===== src/design/ohash_pkg.sv =====
// ohash_pkg: types and codes shared by the open-addressing hash table modules.
// Depends on nothing; ohash_front, ohash_back and the top level use it by scoped names.
package ohash_pkg;

    localparam int KEY_BITS   = 32;
    localparam int VALUE_BITS = 32;
    localparam int COUNT_BITS = 7;

    localparam logic [1:0] MODE_INSERT = 2'd0;
    localparam logic [1:0] MODE_REMOVE = 2'd1;
    localparam logic [1:0] MODE_LOOKUP = 2'd2;

    localparam logic [1:0] STAT_OK        = 2'd0;
    localparam logic [1:0] STAT_NOT_FOUND = 2'd1;
    localparam logic [1:0] STAT_PROBE_LIM = 2'd2;
    localparam logic [1:0] STAT_FULL      = 2'd3;

    localparam logic [1:0] SLOT_NEVER   = 2'd0;
    localparam logic [1:0] SLOT_FILLED  = 2'd1;
    localparam logic [1:0] SLOT_REMOVED = 2'd2;

    typedef struct packed {
        logic [1:0]                  mode;
        logic signed [KEY_BITS-1:0]  key;
        logic [VALUE_BITS-1:0]       value;
    } t_in;

    typedef struct packed {
        logic [1:0]            status;
        logic [VALUE_BITS-1:0] found_value;
        logic [COUNT_BITS-1:0] entry_count;
    } t_out;

    typedef struct packed {
        logic [1:0]            state;
        logic [KEY_BITS-1:0]   key;
        logic [VALUE_BITS-1:0] value;
    } t_row;

    typedef struct packed {
        logic clearing;
        logic idle;
    } t_back_status;

    typedef enum logic [1:0] {
        S_CLEAR,
        S_IDLE,
        S_READ,
        S_CHECK
    } t_back_state;

endpackage


===== src/design/ohash_ram.sv =====
// ohash_ram: generic single-write, single-read RAM with registered read data.
// Depends on nothing.
module ohash_ram #(
    parameter int WIDTH = 66,
    parameter int DEPTH = 64
) (
    input  logic                     i_clk,
    input  logic                     i_we,
    input  logic [$clog2(DEPTH)-1:0] i_waddr,
    input  logic [WIDTH-1:0]         i_wdata,
    input  logic                     i_re,
    input  logic [$clog2(DEPTH)-1:0] i_raddr,
    output logic [WIDTH-1:0]         o_rdata
);

    logic [WIDTH-1:0] r_mem [DEPTH];
    logic [WIDTH-1:0] r_rdata;

    always_ff @(posedge i_clk) begin
        if (i_we) begin
            r_mem[i_waddr] <= i_wdata;
        end
        if (i_re) begin
            r_rdata <= r_mem[i_raddr];
        end
    end

    assign o_rdata = r_rdata;

endmodule


===== src/design/ohash_fifo.sv =====
// ohash_fifo: small first-in first-out queue of registers.
// Depends on nothing; used on both sides of the probe engine.
module ohash_fifo #(
    parameter int WIDTH = 8,
    parameter int DEPTH = 2
) (
    input  logic             i_clk,
    input  logic             i_rst_n,
    input  logic             i_push,
    input  logic [WIDTH-1:0] i_data,
    output logic             o_full,
    input  logic             i_pop,
    output logic [WIDTH-1:0] o_data,
    output logic             o_empty
);

    localparam int AW = (DEPTH > 1) ? $clog2(DEPTH) : 1;
    localparam int CW = $clog2(DEPTH + 1);

    logic [WIDTH-1:0] r_buf [DEPTH];
    logic [AW-1:0]    r_wp, r_rp;
    logic [CW-1:0]    r_cnt;
    logic             w_push, w_pop;

    assign o_full  = (r_cnt == CW'(DEPTH));
    assign o_empty = (r_cnt == '0);
    assign w_push  = i_push && !o_full;
    assign w_pop   = i_pop && !o_empty;
    assign o_data  = r_buf[r_rp];

    always_ff @(posedge i_clk) begin
        if (!i_rst_n) begin
            r_wp  <= '0;
            r_rp  <= '0;
            r_cnt <= '0;
        end else begin
            if (w_push) begin
                r_wp <= (r_wp == AW'(DEPTH - 1)) ? '0 : r_wp + 1'b1;
            end
            if (w_pop) begin
                r_rp <= (r_rp == AW'(DEPTH - 1)) ? '0 : r_rp + 1'b1;
            end
            if (w_push && !w_pop) begin
                r_cnt <= r_cnt + 1'b1;
            end else if (w_pop && !w_push) begin
                r_cnt <= r_cnt - 1'b1;
            end
        end
    end

    always_ff @(posedge i_clk) begin
        if (w_push) begin
            r_buf[r_wp] <= i_data;
        end
    end

endmodule


===== src/design/ohash_front.sv =====
// ohash_front: accepts request items, works out the home slot, queues them.
// Depends on ohash_pkg and ohash_fifo.
module ohash_front #(
    parameter int CAPACITY = 64
) (
    input  logic                        i_clk,
    input  logic                        i_rst_n,
    input  logic                        i_push,
    input  ohash_pkg::t_in              i_item,
    input  logic                        i_hold,
    output logic                        o_full,
    output logic                        o_cmd_valid,
    output ohash_pkg::t_in              o_cmd_item,
    output logic [$clog2(CAPACITY)-1:0] o_cmd_home,
    input  logic                        i_cmd_pop
);

    localparam int AW = $clog2(CAPACITY);
    localparam int QW = $bits(ohash_pkg::t_in) + AW;

    logic [AW-1:0] w_k, w_home;
    logic [QW-1:0] w_qdata;
    logic          w_qfull, w_qempty;

    // home slot: 3*key, kept to the low address bits
    assign w_k    = i_item.key[AW-1:0];
    assign w_home = (w_k << 1) + w_k;

    ohash_fifo #(.WIDTH(QW), .DEPTH(2)) u_cmdq (
        .i_clk   (i_clk),
        .i_rst_n (i_rst_n),
        .i_push  (i_push && !o_full),
        .i_data  ({w_home, i_item}),
        .o_full  (w_qfull),
        .i_pop   (i_cmd_pop),
        .o_data  (w_qdata),
        .o_empty (w_qempty)
    );

    assign o_full      = w_qfull || i_hold;
    assign o_cmd_valid = !w_qempty;
    assign o_cmd_item  = ohash_pkg::t_in'(w_qdata[$bits(ohash_pkg::t_in)-1:0]);
    assign o_cmd_home  = w_qdata[QW-1:$bits(ohash_pkg::t_in)];

endmodule


===== src/design/ohash_back.sv =====
// ohash_back: probe engine over the slot RAM, plus the result queue.
// Depends on ohash_pkg, ohash_ram and ohash_fifo.
module ohash_back #(
    parameter int CAPACITY = 64
) (
    input  logic                                i_clk,
    input  logic                                i_rst_n,
    input  logic [ohash_pkg::COUNT_BITS-1:0]    i_fill_limit,
    input  logic                                i_cmd_valid,
    input  ohash_pkg::t_in                      i_cmd_item,
    input  logic [$clog2(CAPACITY)-1:0]         i_cmd_home,
    output logic                                o_cmd_pop,
    output ohash_pkg::t_back_status             o_status,
    output ohash_pkg::t_out                     o_result,
    output logic                                o_empty,
    input  logic                                i_pop
);

    localparam int AW   = $clog2(CAPACITY);
    localparam int CW   = $clog2(CAPACITY + 1);
    localparam int CMPW = (CW > ohash_pkg::COUNT_BITS) ? CW : ohash_pkg::COUNT_BITS;
    localparam int RW   = $bits(ohash_pkg::t_row);

    ohash_pkg::t_back_state r_state, n_state;
    logic [AW-1:0]  r_clr, n_clr;
    logic [1:0]     r_mode, n_mode;
    logic [ohash_pkg::KEY_BITS-1:0]   r_key, n_key;
    logic [ohash_pkg::VALUE_BITS-1:0] r_val, n_val;
    logic [AW-1:0]  r_p, n_p;
    logic [CW-1:0]  r_steps, n_steps;
    logic [CW-1:0]  r_count, n_count;

    logic           w_we, w_re;
    logic [AW-1:0]  w_waddr;
    ohash_pkg::t_row w_wrow, w_rrow;
    logic [RW-1:0]  w_rdata;
    logic           w_rpush, w_rfull;
    ohash_pkg::t_out w_res;
    logic           w_filled, w_match;
    logic [CW-1:0]  w_next_steps;
    logic [AW-1:0]  w_next_p;

    assign w_rrow       = ohash_pkg::t_row'(w_rdata);
    assign w_filled     = (w_rrow.state == ohash_pkg::SLOT_FILLED);
    assign w_match      = w_filled && (w_rrow.key == r_key);
    assign w_next_steps = r_steps + 1'b1;
    assign w_next_p     = (r_p << 2) + (r_p << 1) + 1'b1;

    ohash_ram #(.WIDTH(RW), .DEPTH(CAPACITY)) u_slots (
        .i_clk   (i_clk),
        .i_we    (w_we),
        .i_waddr (w_waddr),
        .i_wdata (w_wrow),
        .i_re    (w_re),
        .i_raddr (r_p),
        .o_rdata (w_rdata)
    );

    ohash_fifo #(.WIDTH($bits(ohash_pkg::t_out)), .DEPTH(2)) u_resq (
        .i_clk   (i_clk),
        .i_rst_n (i_rst_n),
        .i_push  (w_rpush),
        .i_data  (w_res),
        .o_full  (w_rfull),
        .i_pop   (i_pop),
        .o_data  (o_result),
        .o_empty (o_empty)
    );

    always_ff @(posedge i_clk) begin
        if (!i_rst_n) begin
            r_state <= ohash_pkg::S_CLEAR;
            r_clr   <= '0;
            r_count <= '0;
        end else begin
            r_state <= n_state;
            r_clr   <= n_clr;
            r_count <= n_count;
        end
    end

    always_ff @(posedge i_clk) begin
        r_mode  <= n_mode;
        r_key   <= n_key;
        r_val   <= n_val;
        r_p     <= n_p;
        r_steps <= n_steps;
    end

    always_comb begin
        n_state = r_state;
        n_clr   = r_clr;
        n_mode  = r_mode;
        n_key   = r_key;
        n_val   = r_val;
        n_p     = r_p;
        n_steps = r_steps;
        n_count = r_count;
        w_we    = 1'b0;
        w_re    = 1'b0;
        w_waddr = r_p;
        w_wrow  = '{state: ohash_pkg::SLOT_NEVER, key: '1, value: '0};
        w_rpush = 1'b0;
        o_cmd_pop = 1'b0;
        w_res.status      = ohash_pkg::STAT_OK;
        w_res.found_value = '0;
        case (r_state)
            ohash_pkg::S_CLEAR: begin
                w_we    = 1'b1;
                w_waddr = r_clr;
                n_clr   = r_clr + 1'b1;
                if (r_clr == AW'(CAPACITY - 1)) begin
                    n_state = ohash_pkg::S_IDLE;
                end
            end
            ohash_pkg::S_IDLE: begin
                if (i_cmd_valid && !w_rfull) begin
                    o_cmd_pop = 1'b1;
                    n_mode  = i_cmd_item.mode;
                    n_key   = i_cmd_item.key;
                    n_val   = i_cmd_item.value;
                    n_p     = i_cmd_home;
                    n_steps = '0;
                    if (i_cmd_item.mode == ohash_pkg::MODE_INSERT &&
                        CMPW'(r_count) >= CMPW'(i_fill_limit)) begin
                        w_res.status = ohash_pkg::STAT_FULL;
                        w_rpush = 1'b1;
                    end else if (i_cmd_item.mode != ohash_pkg::MODE_INSERT &&
                                 i_cmd_item.mode != ohash_pkg::MODE_REMOVE &&
                                 i_cmd_item.mode != ohash_pkg::MODE_LOOKUP) begin
                        w_rpush = 1'b1;
                    end else begin
                        n_state = ohash_pkg::S_READ;
                    end
                end
            end
            ohash_pkg::S_READ: begin
                w_re    = 1'b1;
                n_state = ohash_pkg::S_CHECK;
            end
            ohash_pkg::S_CHECK: begin
                n_state = ohash_pkg::S_IDLE;
                case (r_mode)
                    ohash_pkg::MODE_INSERT: begin
                        if (r_steps == '0 && w_match) begin
                            // overwrite at home: count unchanged
                            w_we    = 1'b1;
                            w_wrow  = '{state: ohash_pkg::SLOT_FILLED, key: r_key, value: r_val};
                            w_rpush = 1'b1;
                        end else if (!w_filled) begin
                            w_we    = 1'b1;
                            w_wrow  = '{state: ohash_pkg::SLOT_FILLED, key: r_key, value: r_val};
                            n_count = r_count + 1'b1;
                            w_rpush = 1'b1;
                        end else if (r_steps == CW'(CAPACITY - 1)) begin
                            w_res.status = ohash_pkg::STAT_PROBE_LIM;
                            w_rpush = 1'b1;
                        end else begin
                            n_steps = w_next_steps;
                            n_p     = w_next_p;
                            n_state = ohash_pkg::S_READ;
                        end
                    end
                    default: begin
                        // remove and lookup share the chain walk
                        if (w_match) begin
                            w_rpush = 1'b1;
                            if (r_mode == ohash_pkg::MODE_REMOVE) begin
                                w_we    = 1'b1;
                                w_wrow  = '{state: ohash_pkg::SLOT_REMOVED, key: '1,
                                            value: '0};
                                n_count = r_count - 1'b1;
                            end else begin
                                w_res.found_value = w_rrow.value;
                            end
                        end else if (w_rrow.state == ohash_pkg::SLOT_NEVER) begin
                            w_res.status = ohash_pkg::STAT_NOT_FOUND;
                            w_rpush = 1'b1;
                        end else if (w_next_steps >= r_count) begin
                            w_res.status = ohash_pkg::STAT_PROBE_LIM;
                            w_rpush = 1'b1;
                        end else begin
                            n_steps = w_next_steps;
                            n_p     = w_next_p;
                            n_state = ohash_pkg::S_READ;
                        end
                    end
                endcase
            end
            default: begin
                n_state = ohash_pkg::S_IDLE;
            end
        endcase
        w_res.entry_count = ohash_pkg::COUNT_BITS'(n_count);
    end

    assign o_status.clearing = (r_state == ohash_pkg::S_CLEAR);
    assign o_status.idle     = (r_state == ohash_pkg::S_IDLE);

    a_count_bound: assert property (@(posedge i_clk) disable iff (!i_rst_n)
        r_count <= CW'(CAPACITY))
        else $error("entry count above capacity");

    a_no_result_in_clear: assert property (@(posedge i_clk) disable iff (!i_rst_n)
        (r_state == ohash_pkg::S_CLEAR) |-> !w_rpush && !o_cmd_pop)
        else $error("item handled during clearing pass");

    a_check_after_read: assert property (@(posedge i_clk) disable iff (!i_rst_n)
        (r_state == ohash_pkg::S_CHECK) |-> $past(r_state) == ohash_pkg::S_READ)
        else $error("check without a slot read");

    a_count_step: assert property (@(posedge i_clk) disable iff (!i_rst_n)
        (r_state != ohash_pkg::S_CHECK) |=> $stable(r_count))
        else $error("count moved outside a slot check");

endmodule


===== src/design/open_addressing_hash_table_top.sv =====
// open_addressing_hash_table_top: top level of the open-addressing hash table.
// Depends on ohash_pkg, ohash_front and ohash_back.
//
// Use: requests enter through a queue-like port (push/full, payload i_item:
// mode, key, value). Results leave through a queue-like port (empty/pop,
// payload o_result: status, found_value, entry_count), one per request,
// in request order. The fill limit is written through i_cfg_we/i_cfg_wdata by
// the user only while the block is idle, which the block itself does not
// enforce; it resets to 51.
// The front queues requests with their home slot; the probe engine walks the
// chain one slot read at a time (read, then check and write) through a slot
// RAM with one read port and one write port. A request is answered at once
// when refused (full table or unused mode); otherwise the probe chain sets
// the rate, and the engine takes a new request only when done with the last.
// After reset the engine clears the slot RAM, one slot a cycle; full stays
// high until that pass ends.
// When the receiver stops popping, two results wait in the result queue and
// two requests in the front queue, then full rises; nothing is dropped.
module open_addressing_hash_table_top #(
    parameter int CAPACITY = 64
) (
    input  logic                              i_clk,
    input  logic                              i_rst_n,
    input  logic                              push,
    output logic                              full,
    input  ohash_pkg::t_in                    i_item,
    output logic                              empty,
    input  logic                              pop,
    output ohash_pkg::t_out                   o_result,
    input  logic                              i_cfg_we,
    input  logic [ohash_pkg::COUNT_BITS-1:0]  i_cfg_wdata
);

    localparam int AW = $clog2(CAPACITY);

    logic [ohash_pkg::COUNT_BITS-1:0] r_fill_limit;
    logic                    w_cmd_valid, w_cmd_pop;
    ohash_pkg::t_in          w_cmd_item;
    logic [AW-1:0]           w_cmd_home;
    ohash_pkg::t_back_status w_bstat;

    // hold the fill limit; reset value is 0.8 of the default capacity
    always_ff @(posedge i_clk) begin
        if (!i_rst_n) begin
            r_fill_limit <= 7'd51;
        end else if (i_cfg_we) begin
            r_fill_limit <= i_cfg_wdata;
        end
    end

    ohash_front #(.CAPACITY(CAPACITY)) u_front (
        .i_clk       (i_clk),
        .i_rst_n     (i_rst_n),
        .i_push      (push),
        .i_item      (i_item),
        .i_hold      (w_bstat.clearing),
        .o_full      (full),
        .o_cmd_valid (w_cmd_valid),
        .o_cmd_item  (w_cmd_item),
        .o_cmd_home  (w_cmd_home),
        .i_cmd_pop   (w_cmd_pop)
    );

    ohash_back #(.CAPACITY(CAPACITY)) u_back (
        .i_clk        (i_clk),
        .i_rst_n      (i_rst_n),
        .i_fill_limit (r_fill_limit),
        .i_cmd_valid  (w_cmd_valid),
        .i_cmd_item   (w_cmd_item),
        .i_cmd_home   (w_cmd_home),
        .o_cmd_pop    (w_cmd_pop),
        .o_status     (w_bstat),
        .o_result     (o_result),
        .o_empty      (empty),
        .i_pop        (pop)
    );

    a_pop_when_ready: assert property (@(posedge i_clk) disable iff (!i_rst_n)
        w_cmd_pop |-> w_cmd_valid && w_bstat.idle)
        else $error("request taken outside idle engine");

    a_full_in_clear: assert property (@(posedge i_clk) disable iff (!i_rst_n)
        w_bstat.clearing |-> full)
        else $error("input open during clearing pass");

    a_clear_once: assert property (@(posedge i_clk) disable iff (!i_rst_n)
        !w_bstat.clearing |=> !w_bstat.clearing)
        else $error("clearing pass restarted");

endmodule


===== config.mk =====
export PLATFORM = sky130hd
export DESIGN_NAME = open_addressing_hash_table_top
export DESIGN_NICKNAME = d
export VERILOG_FILES = /design/src/design/ohash_pkg.sv /design/src/design/ohash_ram.sv /design/src/design/ohash_fifo.sv /design/src/design/ohash_front.sv /design/src/design/ohash_back.sv /design/src/design/open_addressing_hash_table_top.sv
export SDC_FILE = /design/constraint.sdc
export NUM_CORES = 2
export LEC_CHECK = 0
export ABC_CLOCK_PERIOD_IN_PS = 9460
export BUFFER_PORTS_ARGS = -buffer_cell sky130_fd_sc_hd__buf_2
export CORE_AREA = 2 2 597 599
export DETAILED_ROUTE_END_ITERATION = 12
export DIE_AREA = 0 0 599 601
export GPL_TIMING_DRIVEN = 0
export PLACE_DENSITY = 0.74
export SYNTH_ARGS = -nofsm -noshare
export SYNTH_HDL_FRONTEND = slang
export SYNTH_MEMORY_MAX_BITS = 65536
export SYNTH_SLANG_ARGS = --single-unit

===== constraint.sdc =====
create_clock -name i_clk -period 9.46 [get_ports i_clk]
set_input_delay 0.473 -clock i_clk [delete_from_list [all_inputs] [get_ports i_clk]]
set_output_delay 0.473 -clock i_clk [all_outputs]
set_load 0.01 [all_outputs]

==> impl_results.rst <==
.. list-table::
   :header-rows: 1

   * - Metric
     - Value
   * - Result of the run
     - finished with violations
   * - Failing checks
     - max-capacitance violations, max-slew violations
   * - Power Internal
     - 33600 uW
   * - Number of nets in the layout
     - 8188
   * - F_max
     - 0.161 GHz
   * - Initial antenna violation count
     - 31
   * - Number of DRC markers after the initial detailed-route iteration
     - 18000
   * - Relative contribution of combinational cells to total power
     - 6.0%
   * - Synth Net Count
     - 7233
   * - Pin count of the biggest net entering global routing
     - 74
   * - Placer's final routability congestion estimate
     - 0.860
   * - Wire length of the first global-routing pass
     - 737 mm
   * - Worst slew margin
     - -18.5%
   * - Met1 track demand over resource in global routing
     - 37.6%
   * - Clock root buffer
     - sky130_fd_sc_hd__clkbuf_16
   * - Maximum cell stage delay along the critical path
     - 0.97 ns
   * - X dimension of the die
     - 599 um
   * - Post-route total power
     - 43200 uW
   * - Hold Path Cell Cnt
     - 2
   * - Most used standard cells in the synthesized netlist
     - sky130_fd_sc_hd__edfxtp_1, sky130_fd_sc_hd__mux4_2, sky130_fd_sc_hd__clkbuf_1
   * - Total negative setup slack
     - 0 ns
   * - Share of synthesized registers carrying an async set or reset
     - 0%
   * - Area of all sequential standard cells
     - 139000 um^2
   * - Worst EP required
     - 10.12 ns
   * - Cells after synthesis
     - 7121
   * - Netlist cell types
     - 55
   * - Total standard cell area after synthesis
     - 176000 um^2
   * - Number of vias per cell
     - 6.91
   * - Post-synth EDFFs
     - 4593
   * - Arr. time, crit path
     - 6.89 ns
   * - Simple-gate share of the synthesized area
     - 0.965%
   * - Post-synth top flop
     - sky130_fd_sc_hd__edfxtp_1
   * - HP Class
     - in2reg
   * - Final hold viol count
     - 0
   * - Synth top area share
     - 78.2%
   * - Hold wc startpoint
     - i_item[30]
   * - Worst r2r src
     - u_back.r_key[15]
   * - Setup Fix Bufs, Post-CTS
     - 0
   * - Proportion of layout cells with a drive suffix above 1
     - 33.7%
   * - Placeable core region
     - 354000 um^2
   * - Placement Rows
     - 219
   * - I/O pin count
     - 121
   * - Number of maximum-capacitance constraint violations
     - 5
   * - Number of DRC violations after detailed routing
     - 0
   * - Synthesized-area fraction occupied by ao, oa, aoi and oai cells
     - 0.635%
   * - Worst IR drop on VDD
     - 0.178 mV
   * - Setup violations, final
     - 0
   * - Busiest layer in global routing
     - met2
   * - Largest delay contributor family on the critical path
     - buffers and inverters
   * - Input/output buffers
     - 119
   * - CP max-delay cell
     - sky130_fd_sc_hd__clkbuf_2
   * - Cell accounting for the most synthesized area
     - sky130_fd_sc_hd__edfxtp_1
   * - Post-synthesis adder-cell area fraction
     - 0.250%
   * - Maximum level of the CTS H-tree
     - 5
   * - Share of the cycle needed by the critical path after routing
     - 65.8%
   * - Clock latency of the later-clocked register in the worst-skew pair
     - 1.03 ns
   * - Proportion of synthesized area in mux cells
     - 18.3%
   * - Most common cell in the netlist
     - sky130_fd_sc_hd__edfxtp_1
   * - Starting density of the core
     - 49.8%
   * - Met2 routing resource usage after global routing
     - 45.2%
   * - Proportion of synthesized chip area in sequential cells
     - 78.6%
   * - Parity-gate share of the synthesized area counting xor and xnor cells
     - 0.283%
   * - Cell Chain, Critical Path
     - xor2_1 > nor4_1 > nand2_1 > nor4_1 > clkbuf_2 > a22oi_1 > buf_4 > a21oi_4 > buf_12 > buf_12
   * - CP Class
     - reg2reg
   * - CP Max Fanout
     - 40
   * - Power spent charging and discharging nets
     - 9670 uW
   * - Final Max Tran Viols
     - 45
   * - Leakage power summed over all cells
     - 0.0734 uW
   * - Synth warn
     - 0
   * - Dpl hpwl
     - 339 mm
   * - Maximum clock path buffer count
     - 4
   * - CTS tree
     - built
   * - Total Die Area
     - 360000 um^2
   * - Main combinational cell family by area after synthesis
     - multiplexers
   * - Fin crit period
     - 6.23 ns
   * - Overall track demand over capacity in global routing
     - 30.1%
   * - Crit path launch type
     - register
   * - Part of the total power dissipated in the clock network
     - 40.6%
   * - Worst R2R Setup Slack
     - 3.23 ns
   * - Transition time at the pin with the least slew margin
     - 1.78 ns
   * - Clock transition at the registers of the reported paths
     - 0.06 ns
   * - End of the worst register-to-register path
     - u_back.u_slots.r_mem[56][14]
   * - Register share of total power
     - 53.4%
   * - End point of the most critical hold path
     - u_front.u_cmdq.r_buf[1][30]
   * - Maximum clock skew at final layout
     - 0.0685 ns
   * - Layout Area Growth over Synthesis
     - 16.6%
   * - Proportion of total power due to net switching
     - 22.4%
   * - Total wire length
     - 544 mm
   * - Power density cells
     - 210 nW/um^2
   * - Footprint of the multi-input gates
     - 36900 um^2
   * - Top area cells in the synthesized netlist
     - sky130_fd_sc_hd__edfxtp_1, sky130_fd_sc_hd__mux4_2, sky130_fd_sc_hd__mux2_2
   * - Fill cells
     - 23500
   * - DRT Pass-1 Iters
     - 9
   * - Die height
     - 601 um
   * - Syn_area_per_cell
     - 24.8 um^2
   * - Number of buffers created by CTS
     - 427
   * - Crit path buffers/inverters
     - 4
   * - Vias in the first global route
     - 90000
   * - Overall via count from detail_route
     - 91300
   * - Element type at the critical path end
     - register
   * - Grt ovf
     - 0
   * - Setup repair after global routing missed its margin
     - no
   * - Routed wirelength normalized by instance count
     - 41.2 um
   * - Met3 capacity usage during global routing
     - 11.2%
   * - Depth of the most critical reg-to-reg path
     - 10
   * - Seq cells post-synth
     - 4625
   * - Remaining number of nets flagged by the antenna check after routing
     - 0
   * - Sink count of the clock tree
     - 4625
## cells in the final DEF (no fill, tap or decap), types with 39 or more instances in the layout
| cell type | netlist | layout |
|---|---|---|
| sky130_fd_sc_hd__a21oi_4 | 1 | 65 |
| sky130_fd_sc_hd__a21oi_1 | 104 | 39 |
| sky130_fd_sc_hd__clkbuf_1 | 176 | 220 |
| sky130_fd_sc_hd__buf_12 | 0 | 224 |
| sky130_fd_sc_hd__clkinv_2 | 0 | 90 |
| sky130_fd_sc_hd__nand2_1 | 54 | 54 |
| sky130_fd_sc_hd__mux2_2 | 116 | 116 |
| sky130_fd_sc_hd__buf_2 | 122 | 247 |
| sky130_fd_sc_hd__clkinv_1 | 0 | 92 |
| sky130_fd_sc_hd__buf_1 | 49 | 39 |
| sky130_fd_sc_hd__edfxtp_1 | 4593 | 4593 |
| sky130_fd_sc_hd__xor2_1 | 43 | 43 |
| sky130_fd_sc_hd__and2_1 | 75 | 42 |
| sky130_fd_sc_hd__dlygate4sd3_1 | 0 | 87 |
| sky130_fd_sc_hd__mux4_2 | 1358 | 1358 |
| sky130_fd_sc_hd__clkbuf_16 | 0 | 433 |
| sky130_fd_sc_hd__mux2i_1 | 41 | 41 |
| sky130_fd_sc_hd__buf_16 | 0 | 85 |
| sky130_fd_sc_hd__bufinv_16 | 0 | 50 |
## through the flow
stage	utilization, %	setup WS, ns	instance area, um^2	hold slack, ns	instances
after floorplan	-	2.65	176000	0.449	7121
after global placement	51.6	-5.10	183000	0.463	12000
after detailed placement	53.9	3.85	191000	0.492	12300
after CTS	58.1	3.72	206000	0.115	13200
after global routing	58.1	3.54	206000	0.181	13200
final	58.1	3.23	206000	0.162	13200
## power groups by stage
stage / clock network, uW / logic, uW / registers [uW]
3_3_place_gp: 0 / 1720 / 23700
2_1_floorplan: 0 / 1000 / 23600
3_5_place_dp: 0 / 2440 / 23500
6_report: 17500 / 2600 / 23100
4_1_cts: 17600 / 2520 / 23100
5_1_grt: 18200 / 2600 / 23100
## worst max-delay path by stage
stage / startpoint / cells past startpoint / slack, ns / end
global placement: u_back.r_key[6] / 7 / -5.10 / u_back.u_slots.r_mem[14][20]
finish: u_back.r_key[15] / 10 / 3.23 / u_back.u_slots.r_mem[56][14]
detailed placement: u_back.r_p[0] / 11 / 3.85 / u_back.u_slots.r_mem[31][50]
floorplan: u_back.r_key[21] / 7 / 2.65 / u_back.u_slots.r_mem[48][0]
global route: u_back.r_p[1] / 8 / 3.54 / u_back.u_slots.o_rdata[65]
CTS: u_back.r_p[1] / 11 / 3.72 / u_back.u_slots.r_mem[30][11]
## state kept, by name (all words and copies together), names as in the netlist, 2 cells and up, named ones only
register / cells
u_back.u_slots.r_mem: 4224
u_back.r_p: 6
u_front.u_cmdq.r_cnt: 2
u_back.u_resq.r_cnt: 2
u_back.r_state: 2
u_back.r_val: 32
u_back.u_resq.r_buf: 82
u_back.r_steps: 7
u_back.u_slots.o_rdata: 66
u_back.r_count: 7
u_front.u_cmdq.r_buf: 142
u_back.r_key: 32
u_back.r_clr: 6
u_back.r_mode: 2
r_fill_limit: 7
## per-layer routing
metal  wire length (um)  share of wire, %
met3              83200                15
met4              40000               7.4
met5                193             0.035
met2             247000                45
met1             173000                32
## area by class of cell
class | count | share of cell area (%)
inverter | 35 | 0.0639
sequential | 4625 | 67.4
buffer | 355 | 0.767
clock buffer | 505 | 5.41
antenna | 18 | 0.0219
timing repair buffer | 526 | 4.08
multi-input combinational | 2106 | 18.0
clock inverter | 283 | 1.40
tap | 4751 | 2.89
## kinds of logic after synthesis
logic type               count (synthesis)
multiplexers                          1515
XOR/XNOR                                57
AO/OA/AOI/OAI                          188
adder cells (fa/ha/maj)                 34
buffers and inverters                  390
AND/OR/NAND/NOR                        312
flip-flops                            4625
## what timing repair did
item                                   4_1_cts  5_1_grt
resized for setup                            0        0
endpoints found under the hold margin      144        0
hold buffers                                87        0
Note: power is estimated with default switching activity, not from simulation.
